File: src/itrt_pkg.sv
// Shared types, constants and the digit-to-character function of the
// integer-to-radix-text core. No dependencies.
package itrt_pkg;

   // Default sizes and fixed field widths.
   localparam int VALUE_WIDTH_DEF = 32;
   localparam int MAX_DIGITS_DEF  = 32;
   localparam int RAW_W           = 32;
   localparam int CHAR_W          = 8;
   localparam int CSR_INDEX_W     = 8;
   localparam int CSR_DATA_W      = 8;

   // Register indexes of the configuration port.
   localparam logic [CSR_INDEX_W-1:0] CSR_RADIX_MODE     = 8'd0;
   localparam logic [CSR_INDEX_W-1:0] CSR_UPPER_CASE_HEX = 8'd1;
   localparam logic [CSR_INDEX_W-1:0] CSR_SIGN_MODE      = 8'd2;
   localparam logic [CSR_INDEX_W-1:0] CSR_SHOW_PREFIX    = 8'd3;

   // Sign mode codes; the unused code behaves as no sign.
   localparam logic [1:0] SIGN_MODE_PLUS  = 2'd1;
   localparam logic [1:0] SIGN_MODE_SPACE = 2'd2;

   // ASCII codes used by the formatter.
   localparam logic [CHAR_W-1:0] CH_MINUS   = 8'h2D;
   localparam logic [CHAR_W-1:0] CH_PLUS    = 8'h2B;
   localparam logic [CHAR_W-1:0] CH_SPACE   = 8'h20;
   localparam logic [CHAR_W-1:0] CH_ZERO    = 8'h30;
   localparam logic [CHAR_W-1:0] CH_LOWER_B = 8'h62;
   localparam logic [CHAR_W-1:0] CH_LOWER_O = 8'h6F;
   localparam logic [CHAR_W-1:0] CH_LOWER_X = 8'h78;
   localparam logic [CHAR_W-1:0] CH_UPPER_A = 8'h41;
   localparam logic [CHAR_W-1:0] CH_LOWER_A = 8'h61;

   typedef enum logic [1:0] {
      RADIX_DEC,
      RADIX_BIN,
      RADIX_OCT,
      RADIX_HEX
   } radix_type;

   // Configuration register set.
   typedef struct packed {
      radix_type  radix_mode;
      logic       upper_case_hex;
      logic [1:0] sign_mode;
      logic       show_prefix;
   } cfg_type;

   typedef enum logic [2:0] {
      ST_IDLE,
      ST_CONVERT,
      ST_SKIP,
      ST_SIGN,
      ST_PREFIX_ZERO,
      ST_PREFIX_LETTER,
      ST_DIGITS
   } state_type;

   typedef enum logic [1:0] {
      CHAR_SIGN,
      CHAR_ZERO,
      CHAR_LETTER,
      CHAR_DIGIT
   } char_sel_type;

   // Commands from the controller to the datapath.
   typedef struct packed {
      logic         load;
      logic         convert;
      logic         pos_dec;
      logic         emit;
      logic         last;
      char_sel_type char_sel;
   } ctrl_cmd_type;

   // Status from the datapath to the controller.
   typedef struct packed {
      logic conv_done;
      logic skip_ok;
      logic pos_zero;
      logic has_sign;
      logic has_prefix;
      logic is_decimal;
   } dp_status_type;

   // Maps a digit value to its ASCII character.
   function automatic logic [CHAR_W-1:0] digit_char(input logic [3:0] digit,
                                                    input logic       upper);
      logic [CHAR_W-1:0] base_char;
      if (digit < 4'd10) begin
         digit_char = CH_ZERO + {4'b0000, digit};
      end else begin
         base_char  = upper ? CH_UPPER_A : CH_LOWER_A;
         digit_char = base_char + {4'b0000, digit} - 8'd10;
      end
   endfunction

endpackage

File: src/itrt_csr.sv
// Configuration registers of the integer-to-radix-text core.
// Depends on itrt_pkg.
module itrt_csr (
   input  logic                              clock,
   input  logic                              reset,
   input  logic                              csr_valid,
   output logic                              csr_ready,
   input  logic [itrt_pkg::CSR_INDEX_W-1:0]  csr_index,
   input  logic [itrt_pkg::CSR_DATA_W-1:0]   csr_data,
   output itrt_pkg::cfg_type                 cfg
);
   import itrt_pkg::*;

   cfg_type cfg_ff;
   cfg_type cfg_in;

   // Writes are always taken; an index beyond the list is ignored.
   assign csr_ready = 1'b1;

   // Register update for one written word.
   always_comb begin
      cfg_in = cfg_ff;
      if (csr_valid) begin
         case (csr_index)
            CSR_RADIX_MODE:     cfg_in.radix_mode     = radix_type'(csr_data[1:0]);
            CSR_UPPER_CASE_HEX: cfg_in.upper_case_hex = csr_data[0];
            CSR_SIGN_MODE:      cfg_in.sign_mode      = csr_data[1:0];
            CSR_SHOW_PREFIX:    cfg_in.show_prefix    = csr_data[0];
            default:            cfg_in = cfg_ff;
         endcase
      end
   end

   always_ff @(posedge clock) begin
      if (reset) begin
         cfg_ff <= '{radix_mode: RADIX_DEC, upper_case_hex: 1'b0,
                     sign_mode: 2'b00, show_prefix: 1'b0};
      end else begin
         cfg_ff <= cfg_in;
      end
   end

   assign cfg = cfg_ff;

endmodule

File: src/itrt_ctrl.sv
// Controller state machine of the integer-to-radix-text core: sequences
// conversion, leading-zero skip and character output. Depends on itrt_pkg.
module itrt_ctrl (
   input  logic                     clock,
   input  logic                     reset,
   input  logic                     start,
   output logic                     busy,
   input  itrt_pkg::dp_status_type  status,
   output itrt_pkg::ctrl_cmd_type   cmd
);
   import itrt_pkg::*;

   state_type state_ff;
   state_type state_in;

   // Next state.
   always_comb begin
      state_in = state_ff;
      case (state_ff)
         ST_IDLE: begin
            if (start) begin
               state_in = status.is_decimal ? ST_CONVERT : ST_SKIP;
            end
         end
         ST_CONVERT: begin
            if (status.conv_done) begin
               state_in = ST_SKIP;
            end
         end
         ST_SKIP: begin
            if (!status.skip_ok) begin
               if (status.has_sign) begin
                  state_in = ST_SIGN;
               end else if (status.has_prefix) begin
                  state_in = ST_PREFIX_ZERO;
               end else begin
                  state_in = ST_DIGITS;
               end
            end
         end
         ST_SIGN: begin
            state_in = status.has_prefix ? ST_PREFIX_ZERO : ST_DIGITS;
         end
         ST_PREFIX_ZERO:   state_in = ST_PREFIX_LETTER;
         ST_PREFIX_LETTER: state_in = ST_DIGITS;
         ST_DIGITS: begin
            if (status.pos_zero) begin
               state_in = ST_IDLE;
            end
         end
         default: state_in = ST_IDLE;
      endcase
   end

   // Datapath commands for each state.
   always_comb begin
      cmd.load     = 1'b0;
      cmd.convert  = 1'b0;
      cmd.pos_dec  = 1'b0;
      cmd.emit     = 1'b0;
      cmd.last     = 1'b0;
      cmd.char_sel = CHAR_DIGIT;
      case (state_ff)
         ST_IDLE:    cmd.load = start;
         ST_CONVERT: cmd.convert = 1'b1;
         ST_SKIP:    cmd.pos_dec = status.skip_ok;
         ST_SIGN: begin
            cmd.emit     = 1'b1;
            cmd.char_sel = CHAR_SIGN;
         end
         ST_PREFIX_ZERO: begin
            cmd.emit     = 1'b1;
            cmd.char_sel = CHAR_ZERO;
         end
         ST_PREFIX_LETTER: begin
            cmd.emit     = 1'b1;
            cmd.char_sel = CHAR_LETTER;
         end
         ST_DIGITS: begin
            cmd.emit     = 1'b1;
            cmd.char_sel = CHAR_DIGIT;
            cmd.last     = status.pos_zero;
            cmd.pos_dec  = !status.pos_zero;
         end
         default: cmd.load = 1'b0;
      endcase
   end

   always_ff @(posedge clock) begin
      if (reset) begin
         state_ff <= ST_IDLE;
      end else begin
         state_ff <= state_in;
      end
   end

   assign busy = (state_ff != ST_IDLE);

endmodule

File: src/itrt_datapath.sv
// Datapath of the integer-to-radix-text core: magnitude, shift-add-3 decimal
// converter, digit position counter and registered result word.
// Depends on itrt_pkg.
module itrt_datapath #(
   parameter int VALUE_WIDTH = itrt_pkg::VALUE_WIDTH_DEF,
   parameter int MAX_DIGITS  = itrt_pkg::MAX_DIGITS_DEF
) (
   input  logic                          clock,
   input  logic                          reset,
   input  logic [itrt_pkg::RAW_W-1:0]    req_raw_value,
   input  logic                          req_is_signed,
   input  itrt_pkg::cfg_type             cfg,
   input  itrt_pkg::ctrl_cmd_type        cmd,
   output itrt_pkg::dp_status_type       status,
   output logic                          rsp_strobe,
   output logic [itrt_pkg::CHAR_W-1:0]   rsp_char_code,
   output logic                          rsp_last_char
);
   import itrt_pkg::*;

   // Digit counts of a full-width value in each radix.
   localparam int NUM_BIN = VALUE_WIDTH;
   localparam int NUM_OCT = (VALUE_WIDTH + 2) / 3;
   localparam int NUM_HEX = (VALUE_WIDTH + 3) / 4;
   localparam int NUM_DEC = (VALUE_WIDTH * 30103) / 100000 + 1;
   localparam int BCD_W   = 4 * NUM_DEC;
   localparam int OCT_W   = 3 * NUM_OCT;
   localparam int HEX_W   = 4 * NUM_HEX;
   localparam int EXT_W   = (VALUE_WIDTH > RAW_W) ? VALUE_WIDTH : RAW_W;

   // Index widths of the digit position and of each digit array.
   localparam int POS_W  = $clog2(NUM_BIN);
   localparam int OCT_IW = (NUM_OCT > 1) ? $clog2(NUM_OCT) : 1;
   localparam int HEX_IW = (NUM_HEX > 1) ? $clog2(NUM_HEX) : 1;
   localparam int DEC_IW = (NUM_DEC > 1) ? $clog2(NUM_DEC) : 1;
   localparam int CNT_W  = $clog2(VALUE_WIDTH);

   // Position of the most significant digit that is kept, per radix.
   localparam int TOP_BIN = ((NUM_BIN < MAX_DIGITS) ? NUM_BIN : MAX_DIGITS) - 1;
   localparam int TOP_OCT = ((NUM_OCT < MAX_DIGITS) ? NUM_OCT : MAX_DIGITS) - 1;
   localparam int TOP_HEX = ((NUM_HEX < MAX_DIGITS) ? NUM_HEX : MAX_DIGITS) - 1;
   localparam int TOP_DEC = ((NUM_DEC < MAX_DIGITS) ? NUM_DEC : MAX_DIGITS) - 1;

   logic [VALUE_WIDTH-1:0] mag_ff, mag_in;
   logic [BCD_W-1:0]       bcd_ff, bcd_in;
   logic                   neg_ff, neg_in;
   logic [POS_W-1:0]       pos_ff, pos_in;
   logic [CNT_W-1:0]       cnt_ff, cnt_in;
   logic                   rsp_strobe_ff;
   logic [CHAR_W-1:0]      rsp_char_ff;
   logic                   rsp_last_ff;

   logic [EXT_W-1:0]       raw_ext;
   logic [VALUE_WIDTH-1:0] value_bits;
   logic                   value_neg;
   logic [BCD_W-1:0]       bcd_adj;
   logic [POS_W-1:0]       start_pos;
   logic [OCT_W-1:0]       oct_vec;
   logic [HEX_W-1:0]       hex_vec;
   logic [3:0]             oct_digits [NUM_OCT];
   logic [3:0]             hex_digits [NUM_HEX];
   logic [3:0]             dec_digits [NUM_DEC];
   logic [3:0]             cur_digit;
   logic                   upper_nz;
   logic [CHAR_W-1:0]      sign_char;
   logic [CHAR_W-1:0]      letter_char;
   logic [CHAR_W-1:0]      out_char;

   // Input value, taken to the configured width.
   assign raw_ext    = EXT_W'(req_raw_value);
   assign value_bits = raw_ext[VALUE_WIDTH-1:0];
   assign value_neg  = req_is_signed & value_bits[VALUE_WIDTH-1];

   // Starting digit position for the configured radix.
   always_comb begin
      case (cfg.radix_mode)
         RADIX_BIN: start_pos = POS_W'(TOP_BIN);
         RADIX_OCT: start_pos = POS_W'(TOP_OCT);
         RADIX_HEX: start_pos = POS_W'(TOP_HEX);
         default:   start_pos = POS_W'(TOP_DEC);
      endcase
   end

   // Add 3 to every BCD digit of 5 or more before the next shift.
   always_comb begin
      for (int i = 0; i < NUM_DEC; i++) begin
         bcd_adj[4*i +: 4] = (bcd_ff[4*i +: 4] >= 4'd5) ?
                             bcd_ff[4*i +: 4] + 4'd3 : bcd_ff[4*i +: 4];
      end
   end

   // Working register updates.
   always_comb begin
      mag_in = mag_ff;
      bcd_in = bcd_ff;
      neg_in = neg_ff;
      pos_in = pos_ff;
      cnt_in = cnt_ff;
      if (cmd.load) begin
         neg_in = value_neg;
         mag_in = value_neg ? (~value_bits) + VALUE_WIDTH'(1) : value_bits;
         bcd_in = '0;
         cnt_in = '0;
         pos_in = start_pos;
      end else if (cmd.convert) begin
         bcd_in = {bcd_adj[BCD_W-2:0], mag_ff[VALUE_WIDTH-1]};
         mag_in = {mag_ff[VALUE_WIDTH-2:0], 1'b0};
         cnt_in = cnt_ff + CNT_W'(1);
      end else if (cmd.pos_dec) begin
         pos_in = pos_ff - POS_W'(1);
      end
   end

   // Digit views of the magnitude and of the BCD register.
   assign oct_vec = OCT_W'(mag_ff);
   assign hex_vec = HEX_W'(mag_ff);

   always_comb begin
      for (int i = 0; i < NUM_OCT; i++) begin
         oct_digits[i] = {1'b0, oct_vec[3*i +: 3]};
      end
      for (int i = 0; i < NUM_HEX; i++) begin
         hex_digits[i] = hex_vec[4*i +: 4];
      end
      for (int i = 0; i < NUM_DEC; i++) begin
         dec_digits[i] = bcd_ff[4*i +: 4];
      end
   end

   // Current digit and whether digits beyond the kept window are nonzero.
   always_comb begin
      case (cfg.radix_mode)
         RADIX_BIN: begin
            cur_digit = {3'b000, mag_ff[pos_ff]};
            upper_nz  = (mag_ff >> MAX_DIGITS) != '0;
         end
         RADIX_OCT: begin
            cur_digit = oct_digits[pos_ff[OCT_IW-1:0]];
            upper_nz  = (mag_ff >> (3 * MAX_DIGITS)) != '0;
         end
         RADIX_HEX: begin
            cur_digit = hex_digits[pos_ff[HEX_IW-1:0]];
            upper_nz  = (mag_ff >> (4 * MAX_DIGITS)) != '0;
         end
         default: begin
            cur_digit = dec_digits[pos_ff[DEC_IW-1:0]];
            upper_nz  = (bcd_ff >> (4 * MAX_DIGITS)) != '0;
         end
      endcase
   end

   // Status toward the controller.
   always_comb begin
      status.conv_done  = (cnt_ff == CNT_W'(VALUE_WIDTH - 1));
      status.pos_zero   = (pos_ff == '0);
      status.skip_ok    = (cur_digit == 4'd0) && (pos_ff != '0) && !upper_nz;
      status.has_sign   = neg_ff || (cfg.sign_mode == SIGN_MODE_PLUS) ||
                          (cfg.sign_mode == SIGN_MODE_SPACE);
      status.has_prefix = cfg.show_prefix && (cfg.radix_mode != RADIX_DEC);
      status.is_decimal = (cfg.radix_mode == RADIX_DEC);
   end

   // Character selection.
   always_comb begin
      if (neg_ff) begin
         sign_char = CH_MINUS;
      end else if (cfg.sign_mode == SIGN_MODE_PLUS) begin
         sign_char = CH_PLUS;
      end else begin
         sign_char = CH_SPACE;
      end
      case (cfg.radix_mode)
         RADIX_BIN: letter_char = CH_LOWER_B;
         RADIX_OCT: letter_char = CH_LOWER_O;
         default:   letter_char = CH_LOWER_X;
      endcase
      case (cmd.char_sel)
         CHAR_SIGN:   out_char = sign_char;
         CHAR_ZERO:   out_char = CH_ZERO;
         CHAR_LETTER: out_char = letter_char;
         default:     out_char = digit_char(cur_digit, cfg.upper_case_hex);
      endcase
   end

   // Control registers.
   always_ff @(posedge clock) begin
      if (reset) begin
         rsp_strobe_ff <= 1'b0;
         neg_ff        <= 1'b0;
         pos_ff        <= '0;
         cnt_ff        <= '0;
      end else begin
         rsp_strobe_ff <= cmd.emit;
         neg_ff        <= neg_in;
         pos_ff        <= pos_in;
         cnt_ff        <= cnt_in;
      end
   end

   // Payload registers.
   always_ff @(posedge clock) begin
      mag_ff      <= mag_in;
      bcd_ff      <= bcd_in;
      rsp_char_ff <= out_char;
      rsp_last_ff <= cmd.last;
   end

   assign rsp_strobe    = rsp_strobe_ff;
   assign rsp_char_code = rsp_char_ff;
   assign rsp_last_char = rsp_last_ff;

endmodule

File: src/integer_to_radix_text_core.sv
// Integer-to-radix-text core: one start word in, one ASCII character word
// out per strobe, last character flagged. The result side cannot be stalled:
// every character is presented on rsp_char_code for exactly one cycle with
// rsp_strobe high and must be captured then. An item runs through a start
// step, then the shift-add-3 conversion in decimal only, then a skip of the
// leading zero digits, then the characters (sign, two prefix characters,
// digits). Each skipped zero digit is not output. start is accepted
// whenever busy is low; the final character is on the result ports in the
// first cycle with busy low.
// Depends on itrt_pkg, itrt_csr, itrt_ctrl and itrt_datapath.
module integer_to_radix_text_core #(
   parameter int VALUE_WIDTH = itrt_pkg::VALUE_WIDTH_DEF,
   parameter int MAX_DIGITS  = itrt_pkg::MAX_DIGITS_DEF
) (
   input  logic                              clock,
   input  logic                              reset,
   input  logic                              start,
   output logic                              busy,
   input  logic [itrt_pkg::RAW_W-1:0]        req_raw_value,
   input  logic                              req_is_signed,
   output logic                              rsp_strobe,
   output logic [itrt_pkg::CHAR_W-1:0]       rsp_char_code,
   output logic                              rsp_last_char,
   input  logic                              csr_valid,
   output logic                              csr_ready,
   input  logic [itrt_pkg::CSR_INDEX_W-1:0]  csr_index,
   input  logic [itrt_pkg::CSR_DATA_W-1:0]   csr_data
);
   import itrt_pkg::*;

   cfg_type       cfg;
   ctrl_cmd_type  cmd;
   dp_status_type status;

   // Configuration registers.
   itrt_csr u_csr (
      .clock     (clock),
      .reset     (reset),
      .csr_valid (csr_valid),
      .csr_ready (csr_ready),
      .csr_index (csr_index),
      .csr_data  (csr_data),
      .cfg       (cfg)
   );

   // Sequencer.
   itrt_ctrl u_ctrl (
      .clock  (clock),
      .reset  (reset),
      .start  (start),
      .busy   (busy),
      .status (status),
      .cmd    (cmd)
   );

   // Conversion and character datapath.
   itrt_datapath #(
      .VALUE_WIDTH (VALUE_WIDTH),
      .MAX_DIGITS  (MAX_DIGITS)
   ) u_datapath (
      .clock         (clock),
      .reset         (reset),
      .req_raw_value (req_raw_value),
      .req_is_signed (req_is_signed),
      .cfg           (cfg),
      .cmd           (cmd),
      .status        (status),
      .rsp_strobe    (rsp_strobe),
      .rsp_char_code (rsp_char_code),
      .rsp_last_char (rsp_last_char)
   );

endmodule
File: config.mk
export PLATFORM = sky130hd
export DESIGN_NAME = integer_to_radix_text_core
export DESIGN_NICKNAME = d
export VERILOG_FILES = /design/src/itrt_pkg.sv /design/src/itrt_csr.sv /design/src/itrt_ctrl.sv /design/src/itrt_datapath.sv /design/src/integer_to_radix_text_core.sv
export SDC_FILE = /design/constraint.sdc
export NUM_CORES = 1
export LEC_CHECK = 0
export BUFFER_PORTS_ARGS = -buffer_cell sky130_fd_sc_hd__clkbuf_2
export CORE_UTILIZATION = 40
export CTS_CLUSTER_SIZE = 30
export DETAILED_ROUTE_END_ITERATION = 8
export PLACE_DENSITY_LB_ADDON = 0.1
export SYNTH_ARGS = -nofsm -noshare
export SYNTH_HDL_FRONTEND = slang
export SYNTH_SLANG_ARGS = --single-unit
File: constraint.sdc
create_clock -name clock -period 3.1 [get_ports clock]
set_input_delay 0.465 -clock clock [delete_from_list [all_inputs] [get_ports clock]]
set_output_delay 0.465 -clock clock [all_outputs]
set_load 0.03 [all_outputs]
==> results of run 1 <==
final cells by class:
type | count | area [um^2] | area share [%]
Clock buffer | 14 | 306.5 | 3.907
Tap cell | 225 | 281.5 | 3.589
Inverter | 34 | 127.6 | 1.627
Multi-Input combinational cell | 595 | 4264 | 54.35
Clock inverter | 2 | 10.01 | 0.1276
Sequential cell | 101 | 2350 | 29.95
Timing Repair Buffer | 86 | 505.5 | 6.443
cells in the mapped netlist (3+ instances only):
cell type	number
edfxtp_1	32
nor3b_1	5
nand2_1	85
nor4_1	6
buf_1	5
xor2_1	24
o41ai_1	3
nand3_1	38
or4_1	3
mux4_1	7
xnor2_1	23
o211ai_1	10
buf_4	10
a21oi_1	55
and3_1	3
nor3_1	24
buf_2	7
inv_1	34
mux2i_1	27
o21ai_0	68
ha_1	32
mux4_2	18
nand4_1	3
o31ai_1	18
nand3b_1	6
a31oi_1	4
dfxtp_1	69
clkbuf_1	24
nor2b_1	5
nor2_1	57
mux2_2	4
buf_6	3
nand2b_1	15
flip-flops by register name, indices dropped and copies added, names as in the netlist:
signal	count
u_datapath.hex_vec	32
u_datapath.neg_ff	1
u_ctrl.state_ff	3
u_datapath.rsp_char_code	7
u_datapath.pos_ff	5
u_datapath.bcd_ff	40
u_datapath.rsp_strobe	1
u_datapath.cnt_ff	5
u_csr.cfg	6
u_datapath.rsp_last_char	1
worst max-delay path: stages (launching register included):
cell	delay (ps)
dfxtp_4	420
mux4_2	360
mux2_2	150
o21ai_0	90
a2111oi_0	460
o21ai_1	180
ha_1	210
and3_4	150
a22o_4	270
and2_2	220
a2111oi_4	300
power groups by stage:
stage                     combinational, mW  clock (mW)  sequential, mW
after global placement                 2.62           0            2.33
after floorplan                        2.08           0            2.13
after global routing                   2.91        1.27            2.37
final                                  2.63        1.18            2.32
after CTS                              2.66        1.23            2.31
after detailed placement               2.65           0            2.34
logic make-up (layout without fill, tap and decap cells):
logic type,after synthesis,in the layout
AO/OA/AOI/OAI,192,192
XOR/XNOR,47,47
adder cells (fa/ha/maj),32,32
buffers and inverters,85,136
flip-flops,101,101
multiplexers,56,56
other,2,2
AND/OR/NAND/NOR,266,266
how the worst max path moves through the flow:
stage                                 to  slack [ps]  depth (start not counted)
floorplan           u_datapath.pos_ff[0]          30                         15
global placement    u_datapath.pos_ff[0]         130                         10
detailed placement  u_datapath.pos_ff[3]         150                         10
CTS                 u_datapath.pos_ff[0]         100                         10
global route        u_datapath.pos_ff[3]          50                         10
finish              u_datapath.pos_ff[0]         200                         10
per-stage QoR:
step	utilization, %	power, mW	hold WS (ps)	area (um^2)	cells
6_report	45.51	6.132	368.1	7845	1057
5_1_grt	45.51	6.556	396.4	7845	1057
4_1_cts	45.48	6.196	358.6	7840	1057
3_5_place_dp	43.65	4.991	402.8	7523	1041
3_3_place_gp	43.65	4.944	402.2	7523	1041
2_1_floorplan	-	4.214	380.5	7019	781
per-layer routing:
layer,GRT usage (%),up-vias,wire length (um)
met1,26.08,2782,8219
met5,0,-,0
met3,2.154,18,479
met4,6.679,0,251
met2,31.38,104,7943
li1,-,2939,-
cells in the final DEF (no fill, tap or decap), types with 3 or more instances in the layout:
cell / instances
ha_1: 32
nor4_1: 6
xor2_1: 24
mux4_2: 18
mux4_1: 7
clkbuf_16: 11
o31ai_1: 18
o41ai_1: 3
and3_1: 3
nand3_1: 38
a31oi_1: 4
o21ai_0: 68
nand3b_1: 6
nand4_1: 3
nor3_1: 24
inv_1: 34
o211ai_1: 10
nor2b_1: 5
dfxtp_1: 67
nor2_1: 57
nand2_1: 84
or4_1: 3
buf_4: 30
xnor2_1: 23
nor3b_1: 5
a21oi_1: 55
mux2_2: 4
edfxtp_1: 32
clkbuf_2: 56
mux2i_1: 27
nand2b_1: 15
==> impl_metrics.env, run 1 <==
export IMPL_arrival_ps=3150
export IMPL_vias=5843
export IMPL_grt_pass1_vias=5461
export IMPL_drt_iter0_drc=275
export IMPL_rows=48
export IMPL_setup_viol=0
export IMPL_synth_edf_count=32
export IMPL_drv_cap=0
export IMPL_outcome="complete, but fails checks"
export IMPL_drt_wl_total_mm=16.89
export IMPL_power_density_nw_per_um2=781.7
export IMPL_synthCells=781
export IMPL_gr_total_overflow=0
export IMPL_tns_ps=0
export IMPL_cts_hold_buf=0
export IMPL_yosys_area_share_simple_pct=18.47
export IMPL_fmax_ghz=0.3447
export IMPL_netlist_top_cells_area="dfxtp_1 20%, edfxtp_1 14%, mux4_2 5.8%"
export IMPL_finalCriticalPeriod_ps=2901
export IMPL_rsz0062_at_grt="false"
export IMPL_grtUsageTotal_pct=19.13
export IMPL_drive_gt1_share_pct=17.43
export IMPL_startpoint_type="flip-flop"
export IMPL_clk_pin_slew_ps=70
export IMPL_cts_sink_count=101
export IMPL_async_reset_ff_share_pct=0
export IMPL_n_antenna_cell=0
export IMPL_synthAdderAreaFrac_pct=5.709
export IMPL_holdCritPathClass="in -> reg"
export IMPL_via_per_inst=5.528
export IMPL_htree_levels=3
export IMPL_synth_top_family_by_area="simple AND/OR/NAND/NOR gates"
export IMPL_place_congestion=0.8624
export IMPL_grt_max_degree=84
export IMPL_cts_made_buffers=9
export IMPL_pwr_share_clk_pct=19.3
export IMPL_power_switching_mw=2.497
export IMPL_p_leak_nw=2.896
export IMPL_grt_first_pass_wirelength_mm=27.43
export IMPL_synth_mux_area_share_pct=12.90
export IMPL_tightest_slew_ps=801.8
export IMPL_synth_xor_area_share_pct=5.870
export IMPL_drtPass1Iterations=7
export IMPL_synth_top_cell_area_share_pct=19.70
export IMPL_yosysTopAreaCell="dfxtp_1"
export IMPL_switching_share_pct=40.71
export IMPL_hold_violations=0
export IMPL_slew_headroom_pct=46.54
export IMPL_synth_cell_types=80
export IMPL_drc=2
export IMPL_root_buffer="clkbuf_16"
export IMPL_seq_area_frac_synth_pct=33.40
export IMPL_failed_checks="design-rule violations"
export IMPL_core_um2=17240
export IMPL_dp_slack_ps=145.9
export IMPL_worstSetupEndpointType="flip-flop"
export IMPL_hp_start="csr_data[1]"
export IMPL_dp_hpwl_mm=12.29
export IMPL_fillers=1634
export IMPL_cts_tree="done"
export IMPL_skew_ps=9.379
export IMPL_nets=912
export IMPL_avgSynthCellArea_um2=8.979
export IMPL_reg2reg_to="u_datapath.pos_ff[0]"
export IMPL_dieArea_um2=18070
export IMPL_yosys_warnings=0
export IMPL_synth_compound_area_share_pct=17.72
export IMPL_critPathMaxFanout=15
export IMPL_r2r_start="u_datapath.pos_ff[0]"
export IMPL_synthFlopType="dfxtp_1"
export IMPL_slew_viol_final=0
export IMPL_holdPathEnd="u_csr.cfg[2]"
export IMPL_setup_ws_ps=199.0
export IMPL_post_cts_setup_buffer_count=0
export IMPL_pin_count=65
export IMPL_die_h_um=134.4
export IMPL_wire_per_inst_um=15.98
export IMPL_rrSetupSlack_ps=200
export IMPL_area_growth_pct=11.86
export IMPL_r2r_cells=10
export IMPL_die_width_um=134.4
export IMPL_intPower_mw=3.636
export IMPL_synth_seq_cells=101
export IMPL_start_util_pct=40.69
export IMPL_clkLatencyLatePin_ps=350
export IMPL_holdPathStages=3
export IMPL_antenna_found_initial=0
export IMPL_crit_path_start="u_datapath.pos_ff[0]"
export IMPL_critical_path_required_ps=3350
export IMPL_antenna_left=0
export IMPL_post_cts_resized=0
export IMPL_ir_worst_vdd_mv=0.3846
export IMPL_critPathKind="reg -> reg"
export IMPL_pwr_share_seq_pct=37.8
export IMPL_syn_area_um2=7013
export IMPL_numPortBuffers=56
export IMPL_final_period_utilization_pct=93.58
export IMPL_cts_buffer_depth=2
export IMPL_synth_nets=866
export IMPL_pwr_share_comb_pct=43.0
Note: power is estimated with default switching activity, not from simulation.
==> inputs of run 2 (changes only) <==
--- a/config.mk
+++ b/config.mk
@@ -5,8 +5,11 @@
 export SDC_FILE = /design/constraint.sdc
 export NUM_CORES = 1
 export LEC_CHECK = 0
+export ABC_AREA = 1
 export BUFFER_PORTS_ARGS = -buffer_cell sky130_fd_sc_hd__clkbuf_2
-export CORE_UTILIZATION = 40
+export CELL_PAD_IN_SITES_DETAIL_PLACEMENT = 1
+export CELL_PAD_IN_SITES_GLOBAL_PLACEMENT = 1
+export CORE_UTILIZATION = 39
 export CTS_CLUSTER_SIZE = 30
 export DETAILED_ROUTE_END_ITERATION = 8
 export PLACE_DENSITY_LB_ADDON = 0.1
==> run 2 against run 1 <==
Compared with the run above: the run now ends clean; hold slack worse by 28 ps; first-iteration DRC count is 10% lower; global-route usage grew 4.0 points; die area is 3.1% higher; fmax is 5.7% higher; routed wire length increased by 21%; synthesized area increased by 0.55%; sequential power hardly changed; power up 19%; synthesized cell count is 33% higher; register-to-register slack improved by 160 ps; combinational power increased by 44%.
==> impl_metrics.env, run 2 <==
export IMPL_final_common_cell="nand2_1"
export IMPL_wire_per_inst_um=15.55
export IMPL_grt_pass1_vias=6816
export IMPL_yosys_cell_count_top_type="nand2_1"
export IMPL_cts_buffer_depth=2
export IMPL_largest_reg_flops=40
export IMPL_power_density_nw_per_um2=938.1
export IMPL_die_h_um=136.5
export IMPL_drc=0
export IMPL_antenna_left=0
export IMPL_antenna_found_initial=0
export IMPL_final_core_util_pct=44.52
export IMPL_clk_pin_slew_ps=70
export IMPL_start_util_pct=40.35
export IMPL_cts_sink_count=101
export IMPL_synth_seq_cells=101
export IMPL_seq_area_frac_synth_pct=33.22
export IMPL_vias=6838
export IMPL_p_leak_nw=3.526
export IMPL_gr_total_overflow=0
export IMPL_fmax_ghz=0.3642
export IMPL_tightest_slew_ps=542.5
export IMPL_arrival_ps=3040
export IMPL_yosysTopAreaCell="dfxtp_1"
export IMPL_critPathMaxFanout=21
export IMPL_cts_hold_buf=0
export IMPL_fillers=2307
export IMPL_syn_area_um2=7052
export IMPL_netlist_top_cells_area="dfxtp_1 20%, nand2_1 14%, edfxtp_1 14%"
export IMPL_synth_edf_count=32
export IMPL_holdPathStages=2
export IMPL_via_per_inst=5.220
export IMPL_drt_iter0_drc=247
export IMPL_hold_violations=0
export IMPL_drtPass1Iterations=4
export IMPL_grtUsageTotal_pct=23.16
export IMPL_die_width_um=136.5
export IMPL_n_antenna_cell=0
export IMPL_post_cts_setup_buffer_count=0
export IMPL_critPathKind="reg -> reg"
export IMPL_place_congestion=0.8560
export IMPL_critical_path_required_ps=3400
export IMPL_root_buffer="clkbuf_16"
export IMPL_setup_viol=0
export IMPL_pin_count=65
export IMPL_synth_cell_types=46
export IMPL_cts_tree="done"
export IMPL_finalCriticalPeriod_ps=2745
export IMPL_slew_headroom_pct=63.50
export IMPL_slew_viol_final=0
export IMPL_avgSynthCellArea_um2=6.781
export IMPL_skew_ps=8.818
export IMPL_synthFlopType="dfxtp_1"
export IMPL_outcome="completed"
export IMPL_nets=1165
export IMPL_worstSetupEndpointType="flip-flop"
export IMPL_ir_worst_vdd_mv=0.3010
export IMPL_numPortBuffers=56
export IMPL_synth_nets=1125
export IMPL_grt_max_degree=52
export IMPL_yosys_warnings=0
export IMPL_layout_common_cells="270 x nand2_1, 116 x inv_1, 106 x o21ai_0, 90 x nor2_1, 82 x a21oi_1"
export IMPL_rows=48
export IMPL_dieArea_um2=18620
export IMPL_synthCells=1040
export IMPL_max_flop_register="u_datapath.bcd_ff"
export IMPL_dp_hpwl_mm=15.47
export IMPL_drive_gt1_share_pct=10.05
export IMPL_tns_ps=0
export IMPL_area_growth_pct=10.34
export IMPL_r2r_cells=19
export IMPL_async_reset_ff_share_pct=0
export IMPL_cts_made_buffers=9
export IMPL_clkLatencyLatePin_ps=360
export IMPL_htree_levels=3
export IMPL_post_cts_resized=0
export IMPL_synth_top_cell_area_share_pct=19.59
export IMPL_drt_wl_total_mm=20.37
export IMPL_holdCritPathClass="in -> reg"
export IMPL_core_um2=17480
export IMPL_drv_cap=0
export IMPL_rsz0062_at_grt="false"
export IMPL_grt_first_pass_wirelength_mm=33.67
export IMPL_startpoint_type="flip-flop"
export IMPL_final_period_utilization_pct=88.56
export IMPL_yosys_top_cells_count="271 x nand2_1, 116 x inv_1, 106 x o21ai_0, 92 x nor2_1, 82 x a21oi_1"
==> run 2: cell count changes after synthesis, sizes merged, moves of 14 or more <==
cell	previous run	this run
a21oi	55	82
inv	34	119
mux2i	27	0
mux4	25	0
nand2	85	277
nand2b	15	0
nand3	38	69
nor2	57	98
nor3	24	10
o21ai	70	112
o31ai	20	3
==> run 2: routing by layer <==
metal  global-route usage (%)  share of wire, %  vias to the layer above
li1                         -                 -                     3517
met1                    29.01                47                     3226
met2                    41.43                49                       80
met3                    2.796               2.5                       15
met4                    6.296               1.2                        0
met5                        0                 0                        -
==> run 2: cells by family (layout without fill, tap and decap cells) <==
| group | count (synthesis) | after routing | share of synthesized area (%) |
|---|---|---|---|
| adder cells (fa/ha/maj) | 32 | 32 | 5.678 |
| other | 2 | 2 | 0.1065 |
| buffers and inverters | 163 | 208 | 10.11 |
| XOR/XNOR | 30 | 30 | 3.726 |
| flip-flops | 101 | 101 | 33.21 |
| AO/OA/AOI/OAI | 234 | 234 | 18.35 |
| AND/OR/NAND/NOR | 478 | 478 | 28.81 |
==> run 2: worst paths after layout <==
kind / start / to / slack, ps
worst min register to register: u_csr.cfg[3] / u_datapath.rsp_char_code[5] / 440
worst min-delay path: reset / u_csr.cfg[0] / 340
worst max register to register: u_datapath.pos_ff[1] / u_datapath.pos_ff[2] / 350
worst max-delay path: u_datapath.pos_ff[1] / u_datapath.pos_ff[2] / 350
==> run 2: area by class of cell <==
| cell class | instances | area [um^2] | area share, % |
|---|---|---|---|
| multi-input combinational | 776 | 4004 | 51.46 |
| sequential | 101 | 2342 | 30.10 |
| inverter | 121 | 456.7 | 5.869 |
| timing repair buffer | 71 | 405.4 | 5.210 |
| tap | 225 | 281.5 | 3.618 |
| clock buffer | 10 | 229.0 | 2.943 |
| clock inverter | 6 | 62.56 | 0.8040 |
==> run 2: through the flow <==
stage / hold WS (ps) / std cells / cell area (um^2) / setup slack [ps] / power [mW]
5_1_grt: 348.7 / 1310 / 7781 / 27.48 / 8.013
4_1_cts: 332.3 / 1310 / 7781 / 378.6 / 7.386
3_5_place_dp: 417.1 / 1294 / 7490 / 407.3 / 6.199
2_1_floorplan: 380.6 / 1040 / 7052 / 866.8 / 5.141
6_report: 340.3 / 1310 / 7781 / 354.6 / 7.300
3_3_place_gp: 421.1 / 1294 / 7490 / 444.9 / 6.118
==> run 2: critical path, stage by stage, from the launching register on <==
cell     delay (ps)
dfxtp_1         610
inv_4           220
nor2_4          270
nand2_1         100
o21ai_0         210
inv_1            60
nand2_1          70
a21oi_1          60
nand2_1         110
nand2_1         120
ha_1            200
inv_1            50
nor2_1           40
nand2_1          80
nand2_2          60
nand2_4         100
nand2_4          90
nand2_1          80
nand2_1          50
nor2_1           90
==> run 2: power by group <==
part / switching (mW) / internal, mW / total (mW)
logic: 2.58 / 1.22 / 3.79
registers: 0.383 / 1.97 / 2.35
clock network: 0.533 / 0.626 / 1.16
total: 3.49 / 3.81 / 7.30
